`config.mk`:
```
export PLATFORM = sky130hd
export DESIGN_NAME = ultrasonic_echo_ranger_unit
export DESIGN_NICKNAME = d
export VERILOG_FILES = /design/src/sv/uer_pkg.sv /design/src/sv/uer_cfg_regs.sv /design/src/sv/uer_step.sv /design/src/sv/ultrasonic_echo_ranger_unit.sv
export SDC_FILE = /design/constraint.sdc
export NUM_CORES = 1
export LEC_CHECK = 0
export BUFFER_PORTS_ARGS = -buffer_cell sky130_fd_sc_hd__buf_2
export CAP_MARGIN = 20
export CORE_MARGIN = 1.5
export CORE_UTILIZATION = 43
export CTS_BUF_LIST = sky130_fd_sc_hd__clkbuf_16
export DETAILED_ROUTE_END_ITERATION = 10
export GPL_TIMING_DRIVEN = 0
export SLEW_MARGIN = 5
export SYNTH_ARGS = -nofsm -noshare
export SYNTH_HDL_FRONTEND = slang
export SYNTH_HIERARCHICAL = 1
export SYNTH_SLANG_ARGS = --single-unit
```
`constraint.sdc`:
```
create_clock -name clk -period 10.6 [get_ports clk]
set_input_delay 2.12 -clock clk [delete_from_list [all_inputs] [get_ports clk]]
set_output_delay 2.12 -clock clk [all_outputs]
set_load 0.1 [all_outputs]
```
`src/sv/uer_pkg.sv`:
```
`timescale 1ns / 1ps
// ----------------------------------------------------------------------------
// uer_pkg: shared types and constants of the echo ranger
// Register indexes, status codes, field widths and the structs that carry
// configuration and per-tick results between the modules.
// ----------------------------------------------------------------------------
package uer_pkg;

    localparam int unsigned SAMPLES_DEFAULT = 5;

    localparam int unsigned CFG_INDEX_W = 3;
    localparam int unsigned CFG_DATA_W  = 20;

    localparam int unsigned TRIG_W    = 8;
    localparam int unsigned TIMEOUT_W = 16;
    localparam int unsigned WIDTH_W   = 16;
    localparam int unsigned GAP_W     = 16;
    localparam int unsigned REFRESH_W = 20;
    localparam int unsigned TICKS_W   = 20;
    localparam int unsigned SUM_W     = 20;
    localparam int unsigned DIST_W    = 14;
    localparam int unsigned STATUS_W  = 3;

    // sum*10 always fits in this many bits (20-bit sum times ten)
    localparam int unsigned SUM10_W = 24;

    localparam int unsigned TICKS_PER_CM  = 58;
    localparam int unsigned PRE_LOW_TICKS = 2;
    localparam logic [DIST_W-1:0] DIST_MAX = '1;

    // register indexes
    localparam logic [CFG_INDEX_W-1:0] REG_TRIGGER_WIDTH      = 3'd0;
    localparam logic [CFG_INDEX_W-1:0] REG_ECHO_START_TIMEOUT = 3'd1;
    localparam logic [CFG_INDEX_W-1:0] REG_ECHO_WIDTH_TIMEOUT = 3'd2;
    localparam logic [CFG_INDEX_W-1:0] REG_MIN_ECHO_WIDTH     = 3'd3;
    localparam logic [CFG_INDEX_W-1:0] REG_MAX_ECHO_WIDTH     = 3'd4;
    localparam logic [CFG_INDEX_W-1:0] REG_SAMPLE_GAP         = 3'd5;
    localparam logic [CFG_INDEX_W-1:0] REG_REFRESH_GAP        = 3'd6;

    // per-measurement status codes
    localparam logic [STATUS_W-1:0] ST_NONE     = 3'd0;
    localparam logic [STATUS_W-1:0] ST_ACCEPT   = 3'd1;
    localparam logic [STATUS_W-1:0] ST_RANGE    = 3'd2;
    localparam logic [STATUS_W-1:0] ST_NO_ECHO  = 3'd3;
    localparam logic [STATUS_W-1:0] ST_TOO_LONG = 3'd4;

    typedef struct packed {
        logic [TRIG_W-1:0]    trigger_width;
        logic [TIMEOUT_W-1:0] echo_start_timeout;
        logic [TIMEOUT_W-1:0] echo_width_timeout;
        logic [WIDTH_W-1:0]   min_echo_width;
        logic [WIDTH_W-1:0]   max_echo_width;
        logic [GAP_W-1:0]     sample_gap;
        logic [REFRESH_W-1:0] refresh_gap;
    } cfg_t;

    typedef struct packed {
        logic                trigger_level;
        logic [DIST_W-1:0]   distance_tenths;
        logic                distance_valid;
        logic [STATUS_W-1:0] sample_status;
    } res_t;

endpackage

```
`src/sv/uer_cfg_regs.sv`:
```
`timescale 1ns / 1ps
// ----------------------------------------------------------------------------
// uer_cfg_regs: configuration register file
// Holds the seven timing and range registers; writes beyond the list drop.
// ----------------------------------------------------------------------------
module uer_cfg_regs
    import uer_pkg::*;
(
    input  logic                   clk,
    input  logic                   rst_n,
    input  logic                   wr_en,
    input  logic [CFG_INDEX_W-1:0] wr_index,
    input  logic [CFG_DATA_W-1:0]  wr_data,
    output cfg_t                   cfg
);

    cfg_t cfg_reg;
    cfg_t cfg_next;

    always_comb
    begin
        cfg_next = cfg_reg;
        if (wr_en)
        begin
            case (wr_index)
                REG_TRIGGER_WIDTH:      cfg_next.trigger_width      = wr_data[TRIG_W-1:0];
                REG_ECHO_START_TIMEOUT: cfg_next.echo_start_timeout = wr_data[TIMEOUT_W-1:0];
                REG_ECHO_WIDTH_TIMEOUT: cfg_next.echo_width_timeout = wr_data[TIMEOUT_W-1:0];
                REG_MIN_ECHO_WIDTH:     cfg_next.min_echo_width     = wr_data[WIDTH_W-1:0];
                REG_MAX_ECHO_WIDTH:     cfg_next.max_echo_width     = wr_data[WIDTH_W-1:0];
                REG_SAMPLE_GAP:         cfg_next.sample_gap         = wr_data[GAP_W-1:0];
                REG_REFRESH_GAP:        cfg_next.refresh_gap        = wr_data[REFRESH_W-1:0];
                default:                cfg_next = cfg_reg;
            endcase
        end
    end

    always_ff @(posedge clk or negedge rst_n)
    begin
        if (!rst_n)
        begin
            cfg_reg.trigger_width      <= TRIG_W'(10);
            cfg_reg.echo_start_timeout <= TIMEOUT_W'(20000);
            cfg_reg.echo_width_timeout <= TIMEOUT_W'(30000);
            cfg_reg.min_echo_width     <= WIDTH_W'(116);
            cfg_reg.max_echo_width     <= WIDTH_W'(23200);
            cfg_reg.sample_gap         <= GAP_W'(200);
            cfg_reg.refresh_gap        <= REFRESH_W'(300000);
        end
        else
        begin
            cfg_reg <= cfg_next;
        end
    end

    assign cfg = cfg_reg;

endmodule

```
`src/sv/uer_step.sv`:
```
`timescale 1ns / 1ps
// ----------------------------------------------------------------------------
// uer_step: per-tick ranging sequencer
// Phase machine, tick counter, echo width counter, width sum and average.
// Produces the result of the current tick and advances state on advance.
// ----------------------------------------------------------------------------
module uer_step
    import uer_pkg::*;
#(
    parameter int unsigned SAMPLES = SAMPLES_DEFAULT
)
(
    input  logic clk,
    input  logic rst_n,
    input  logic advance,
    input  logic echo,
    input  cfg_t cfg,
    output res_t res
);

    localparam int unsigned CNT_W   = $clog2(SAMPLES + 1);
    localparam int unsigned DIVISOR = SAMPLES * TICKS_PER_CM;
    localparam int unsigned SHIFT   = SUM10_W + $clog2(DIVISOR);
    localparam longint unsigned RECIP = ((64'd1 << SHIFT) + DIVISOR - 1) / DIVISOR;
    localparam int unsigned SCALE_W = 32;
    localparam int unsigned PROD_W  = SUM_W + SCALE_W;
    localparam logic [SCALE_W-1:0] SCALE = SCALE_W'(RECIP * 10);

    typedef enum logic [2:0] {
        PH_PRE_LOW,
        PH_TRIG_HIGH,
        PH_WAIT_RISE,
        PH_MEASURE,
        PH_GAP,
        PH_REFRESH
    } phase_t;

    phase_t             phase_reg,   phase_next;
    logic [TICKS_W-1:0] ticks_reg,   ticks_next;
    logic [WIDTH_W-1:0] width_reg,   width_next;
    logic [SUM_W-1:0]   sum_reg,     sum_next;
    logic [CNT_W-1:0]   count_reg,   count_next;
    logic [DIST_W-1:0]  dist_reg,    dist_next;

    logic [TICKS_W:0]   ticks_inc;
    logic [TRIG_W-1:0]  trig_len;
    logic [SUM_W-1:0]   sum_acc;
    logic [PROD_W-1:0]  product;
    logic [PROD_W-1:0]  quotient;
    logic               in_range;
    logic               done_round;

    assign ticks_inc = {1'b0, ticks_reg} + 1'b1;
    assign trig_len  = (cfg.trigger_width == '0) ? TRIG_W'(1) : cfg.trigger_width;
    assign in_range  = (width_reg >= cfg.min_echo_width) && (width_reg <= cfg.max_echo_width);

    // sum including the width that ends on this tick
    assign sum_acc = sum_reg + SUM_W'(width_reg);

    // divide by SAMPLES*58 through a scaled reciprocal, exact for every 20-bit
    // sum (sum*10 stays below 2^24)
    assign product  = PROD_W'(sum_acc) * PROD_W'(SCALE);
    assign quotient = product >> SHIFT;

    always_comb
    begin
        phase_next = phase_reg;
        ticks_next = ticks_inc[TICKS_W-1:0];
        width_next = width_reg;
        sum_next   = sum_reg;
        count_next = count_reg;
        dist_next  = dist_reg;
        done_round = 1'b0;
        res.trigger_level  = 1'b0;
        res.distance_valid = 1'b0;
        res.sample_status  = ST_NONE;

        case (phase_reg)
            PH_PRE_LOW:
            begin
                if (ticks_inc >= (TICKS_W+1)'(PRE_LOW_TICKS))
                begin
                    phase_next = PH_TRIG_HIGH;
                    ticks_next = '0;
                end
            end
            PH_TRIG_HIGH:
            begin
                res.trigger_level = 1'b1;
                if (ticks_inc >= (TICKS_W+1)'(trig_len))
                begin
                    phase_next = PH_WAIT_RISE;
                    ticks_next = '0;
                end
            end
            PH_WAIT_RISE:
            begin
                if (echo)
                begin
                    width_next = WIDTH_W'(1);
                    phase_next = PH_MEASURE;
                    ticks_next = '0;
                end
                else if (ticks_inc > (TICKS_W+1)'(cfg.echo_start_timeout))
                begin
                    res.sample_status = ST_NO_ECHO;
                    phase_next = PH_PRE_LOW;
                    ticks_next = '0;
                end
            end
            PH_MEASURE:
            begin
                ticks_next = ticks_reg;
                if (echo)
                begin
                    if (width_reg >= cfg.echo_width_timeout)
                    begin
                        res.sample_status = ST_TOO_LONG;
                        phase_next = PH_PRE_LOW;
                        ticks_next = '0;
                    end
                    else
                    begin
                        width_next = width_reg + 1'b1;
                    end
                end
                else
                begin
                    if (in_range)
                    begin
                        res.sample_status = ST_ACCEPT;
                        sum_next   = sum_acc;
                        count_next = count_reg + 1'b1;
                        if (count_next >= CNT_W'(SAMPLES))
                        begin
                            dist_next = (quotient > PROD_W'(DIST_MAX)) ? DIST_MAX
                                                                       : quotient[DIST_W-1:0];
                            res.distance_valid = 1'b1;
                        end
                    end
                    else
                    begin
                        res.sample_status = ST_RANGE;
                    end
                    ticks_next = '0;
                    if (cfg.sample_gap == '0)
                    begin
                        done_round = 1'b1;
                    end
                    else
                    begin
                        phase_next = PH_GAP;
                    end
                end
            end
            PH_GAP:
            begin
                if (ticks_inc >= (TICKS_W+1)'(cfg.sample_gap))
                begin
                    ticks_next = '0;
                    done_round = 1'b1;
                end
            end
            PH_REFRESH:
            begin
                if (ticks_inc >= (TICKS_W+1)'(cfg.refresh_gap))
                begin
                    phase_next = PH_PRE_LOW;
                    ticks_next = '0;
                end
            end
            default:
            begin
                phase_next = PH_PRE_LOW;
                ticks_next = '0;
            end
        endcase

        // end of a sample gap (or echo, if no gap): retrigger, or close the round (refresh unless zero)
        if (done_round)
        begin
            if (count_next >= CNT_W'(SAMPLES))
            begin
                sum_next   = '0;
                count_next = '0;
                phase_next = (cfg.refresh_gap == '0) ? PH_PRE_LOW : PH_REFRESH;
            end
            else
            begin
                phase_next = PH_PRE_LOW;
            end
        end

        res.distance_tenths = dist_next;
    end

    always_ff @(posedge clk or negedge rst_n)
    begin
        if (!rst_n)
        begin
            phase_reg <= PH_PRE_LOW;
            ticks_reg <= '0;
            width_reg <= '0;
            sum_reg   <= '0;
            count_reg <= '0;
            dist_reg  <= '0;
        end
        else if (advance)
        begin
            phase_reg <= phase_next;
            ticks_reg <= ticks_next;
            width_reg <= width_next;
            sum_reg   <= sum_next;
            count_reg <= count_next;
            dist_reg  <= dist_next;
        end
    end

endmodule

```
`src/sv/ultrasonic_echo_ranger_unit.sv`:
```
`timescale 1ns / 1ps
// ----------------------------------------------------------------------------
// ultrasonic_echo_ranger_unit: echo-pulse ranging sequencer, one word per tick
// Input register, per-tick sequencer and result register.
// ----------------------------------------------------------------------------
// Feed one input word per microsecond tick carrying the sampled echo level;
// each word yields exactly one result word with the trigger drive for that
// tick, the held average distance in tenths of a centimetre, a strobe on the
// tick a new average appears and the status of a measurement that ends on
// that tick. The block takes one word every cycle unless the output stalls;
// each word passes the input register, then the result register, and is
// held there until taken. Between the two registers sits a single pass of
// the phase logic and the reciprocal multiply that forms the average. A full
// result register holds under output stall, as does the input register
// behind it; the input side stalls only while both are full and the output
// is stalled. Write configuration only while no word is in flight; cfg_ready
// is always high and writes to indexes beyond the register list are dropped.
// ----------------------------------------------------------------------------
module ultrasonic_echo_ranger_unit
    import uer_pkg::*;
#(
    parameter int unsigned SAMPLES = SAMPLES_DEFAULT
)
(
    input  logic                   clk,
    input  logic                   rst_n,

    input  logic                   in_valid,
    output logic                   in_stall,
    input  logic                   echo_level,

    output logic                   out_valid,
    input  logic                   out_stall,
    output logic                   trigger_level,
    output logic [DIST_W-1:0]      distance_tenths,
    output logic                   distance_valid,
    output logic [STATUS_W-1:0]    sample_status,

    input  logic                   cfg_valid,
    output logic                   cfg_ready,
    input  logic [CFG_INDEX_W-1:0] cfg_index,
    input  logic [CFG_DATA_W-1:0]  cfg_data
);

    cfg_t cfg;
    res_t res;
    res_t res_reg;

    logic in_valid_reg;
    logic echo_reg;
    logic out_valid_reg;
    logic advance;

    // move the held input word into the result register when it has room
    assign advance  = in_valid_reg && !(out_valid_reg && out_stall);
    assign in_stall = in_valid_reg && !advance;
    assign cfg_ready = 1'b1;

    uer_cfg_regs u_cfg_regs
    (
        .clk      (clk),
        .rst_n    (rst_n),
        .wr_en    (cfg_valid && cfg_ready),
        .wr_index (cfg_index),
        .wr_data  (cfg_data),
        .cfg      (cfg)
    );

    uer_step #(
        .SAMPLES (SAMPLES)
    ) u_step
    (
        .clk     (clk),
        .rst_n   (rst_n),
        .advance (advance),
        .echo    (echo_reg),
        .cfg     (cfg),
        .res     (res)
    );

    // input register: load whenever not stalled
    always_ff @(posedge clk or negedge rst_n)
    begin
        if (!rst_n)
        begin
            in_valid_reg <= 1'b0;
        end
        else if (!in_stall)
        begin
            in_valid_reg <= in_valid;
        end
    end

    always_ff @(posedge clk)
    begin
        if (!in_stall && in_valid)
        begin
            echo_reg <= echo_level;
        end
    end

    // result register: hold while stalled, drop valid once taken
    always_ff @(posedge clk or negedge rst_n)
    begin
        if (!rst_n)
        begin
            out_valid_reg <= 1'b0;
        end
        else if (advance)
        begin
            out_valid_reg <= 1'b1;
        end
        else if (!out_stall)
        begin
            out_valid_reg <= 1'b0;
        end
    end

    always_ff @(posedge clk)
    begin
        if (advance)
        begin
            res_reg <= res;
        end
    end

    assign out_valid       = out_valid_reg;
    assign trigger_level   = res_reg.trigger_level;
    assign distance_tenths = res_reg.distance_tenths;
    assign distance_valid  = res_reg.distance_valid;
    assign sample_status   = res_reg.sample_status;

endmodule

```
==> impl_metrics.ini <==
[status]
run_status = completed

[yosys]
syn_inst = 2234
ys_types = 95
synthFlopType = dfrtp_1
synth_edf_count = 20
ys_async_sr_fraction_pct = 90.3
ys_seq_area_share_pct = 23.4
synth.net_count = 2831
synth_area_sq_um = 22700
avgSynthCellArea_sq_um = 10.2
yosysWarnings = 6
ys_seq_elements = 206

[layout]
fillers = 4889
fin_area_sq_um = 24900
nets = 2920
syn2layout_area_growth_pct = 9.64
antenna_cells = 0
drive_above_1_share_pct = 13.7
largest_reg_flops = 108
final_cells = 3030

[floorplanning]
die_w_um = 233
core_sq_um = 52300
die_height_um = 233
rows = 84
ios = 51
dieArea_sq_um = 54200
start_util_pct = 43.3

[drt]
ant_nets = 0
wl_um = 57500
viasPerCell = 5.37
drc_errors = 0
drtIter0Drc = 890
post_drt_wl_per_cell_um = 19.0
vias = 16300
dr.pass1.iters = 5

[worst_setup_path]
crit_path_max_incr_delay_ps = 570
crit_path_top_delay_cell = fa_1
cp_data_arrival_time_ps = 10340
worst-path-max-fanout = 11
worstSetupStartpointType = flip-flop
worstPathRequired_ps = 10860
critPathKind = flip-flop to flip-flop
crit_path_end_kind = flip-flop
cpMostUsedCell = fa_1

[timing]
worstMarginPinSlew_ps = 1260
whs_ps = 501
slew_headroom_pct = 15.5
period_share_pct = 95.1
max_freq_mhz = 99.2
finalSetupViolations = 0
slew_violations = 0
fin_skew_ps = 13.7
period_minus_slack_ps = 10080
hold_violations = 0
setup_ws_ps = 519

[cts]
cts_buffers = 25
cts_tree = built
cts.path.max_buffers = 3
clkSinkCount = 206
clockRootBuffer = clkbuf_16
insertion_delay_ps = 550
cts.htree.levels = 1
clk_pin_slew_worst_paths_ps = 60

[placed_design]
preCtsSetupSlack_ps = -25.6
placement.cell_area_sq_um = 23900
dpl.cell_count = 2979
numPortBuffers = 48
dpl.hpwl_um = 46800
routabilityCongestion = 0.901

[grt]
antenna_found_initial = 1
grt_pass1_wl_um = 93300
overflow = 0
grt_max_degree = 110
grt_usage_pct = 22.0
grt_pass1_vias = 17200

[flow_run]
cap_violations = 0

[worst_hold_path]
min_path_type = flip-flop to flip-flop
## stage by stage
stage / utilization, % / setup TNS (ps)
3_3_place_gp: 45.5 / -411
2_1_floorplan: - / 0
6_report: 47.5 / 0
5_1_grt: 47.5 / -261
4_1_cts: 47.3 / 0
3_5_place_dp: 45.7 / -54.7
## critical path: cells and delay by family (launching register included)
kind                     cells  cell delay (ps)
AO/OA/AOI/OAI               10             2150
XOR/XNOR                     2              610
adder cells (fa/ha/maj)     10             4270
buffers and inverters        7              900
flip-flops                   1              420
AND/OR/NAND/NOR              6             1450
## cell usage after synthesis, drive strengths merged (4+ instances only)
master,count,area share (%)
or2,8,0.22
and2,8,0.22
and4,4,0.15
clkbuf,18,0.30
a21o,62,2.1
a211oi,19,0.63
nand2,79,1.3
nor2,102,1.7
ha,359,20
o211ai,6,0.20
o22ai,4,0.11
dfstp,35,4.1
edfxtp,20,2.6
nor4,28,0.80
o21a,15,0.50
nand4,31,0.95
dfrtp,151,17
a21oi,85,1.9
xnor2,42,1.6
buf,29,1.1
or4,4,0.13
a2111oi,8,0.39
nor2b,7,0.19
nand3,47,1.1
a31oi,41,1.2
o2111ai,4,0.15
o21ai,70,1.6
a21boi,5,0.18
inv,448,7.4
and3,15,0.46
mux2,112,6.1
o31ai,11,0.41
nor3,23,0.53
xor2,21,0.81
fa,209,18
or3,5,0.14
a22o,18,0.69
nand2b,26,0.75
## what timing repair did
action | in CTS | in global routing
setup endpoints to repair | 7 | 28
endpoints found under the hold margin | 0 | 0
buffers inserted | 0 | 4
hold buffers | 0 | 0
resized for setup | 1 | 8
pin swaps | 0 | 4
## final timing paths
| check | from | to | slack [ps] | depth (start not counted) |
|---|---|---|---|---|
| setup reg to reg | u_step/width_reg[0] | distance_tenths[6] | 520 | 35 |
| hold reg to reg | u_step/sum_reg[8] | u_step/sum_reg[8] | 500 | 1 |
| hold / removal | u_step/sum_reg[8] | u_step/sum_reg[8] | 500 | 1 |
| min in group asynchronous | rst_n | u_cfg_regs/cfg[84] | 1550 | 1 |
| setup / recovery | u_step/width_reg[0] | distance_tenths[6] | 520 | 35 |
| max in group asynchronous | rst_n | u_step/width_reg[14] | 8050 | 2 |
## cell families after synthesis
group                      synth area share, %
adders and majority gates                 38.2
buffers and inverters                     8.77
and+or+nand+nor                           9.33
AOI/OAI and AO/OA                         11.6
DFF                                       23.4
muxes                                     6.14
xor gates and xnor gates                  2.53
other                                   0.0165
## area by class of cell
cell class	count	area, sq um	share of cell area, %
inverters	448	1680	6.76
multi-input cells	1533	15500	62.3
clock inverters	21	216	0.870
repair buffers	62	397	1.59
flip-flops and latches	206	5300	21.3
well taps	688	861	3.46
plain buffers	47	308	1.24
clock buffers	25	626	2.51
## routing by layer
| layer | part of all wire [%] | vias up | global-route usage [%] |
|---|---|---|---|
| met2 | 47 | 334 | 36.6 |
| met3 | 3.6 | 97 | 2.52 |
| met1 | 46 | 8047 | 30.2 |
| met5 | 0 | - | 0 |
| li1 | - | 7779 | - |
| met4 | 3.2 | 0 | 6.47 |
## cell usage in the layout, fill, tap and decap left out, types with 25 or more instances in the layout
master       n
nor2_1     101
nand2b_1    25
buf_2       60
nand3_1     45
mux2_2      82
dfstp_2     35
a21o_1      61
xnor2_1     39
a21oi_1     84
a31oi_1     40
inv_1      452
nor4_1      26
dfrtp_1    151
nand4_1     29
nand2_1     77
clkbuf_16   25
o21ai_0     66
mux2_4      30
fa_1       209
ha_1       359
Power is left out: the tool's default activity adds up to more than one toggle a clock period on the data nets, which glitch-free logic cannot reach.
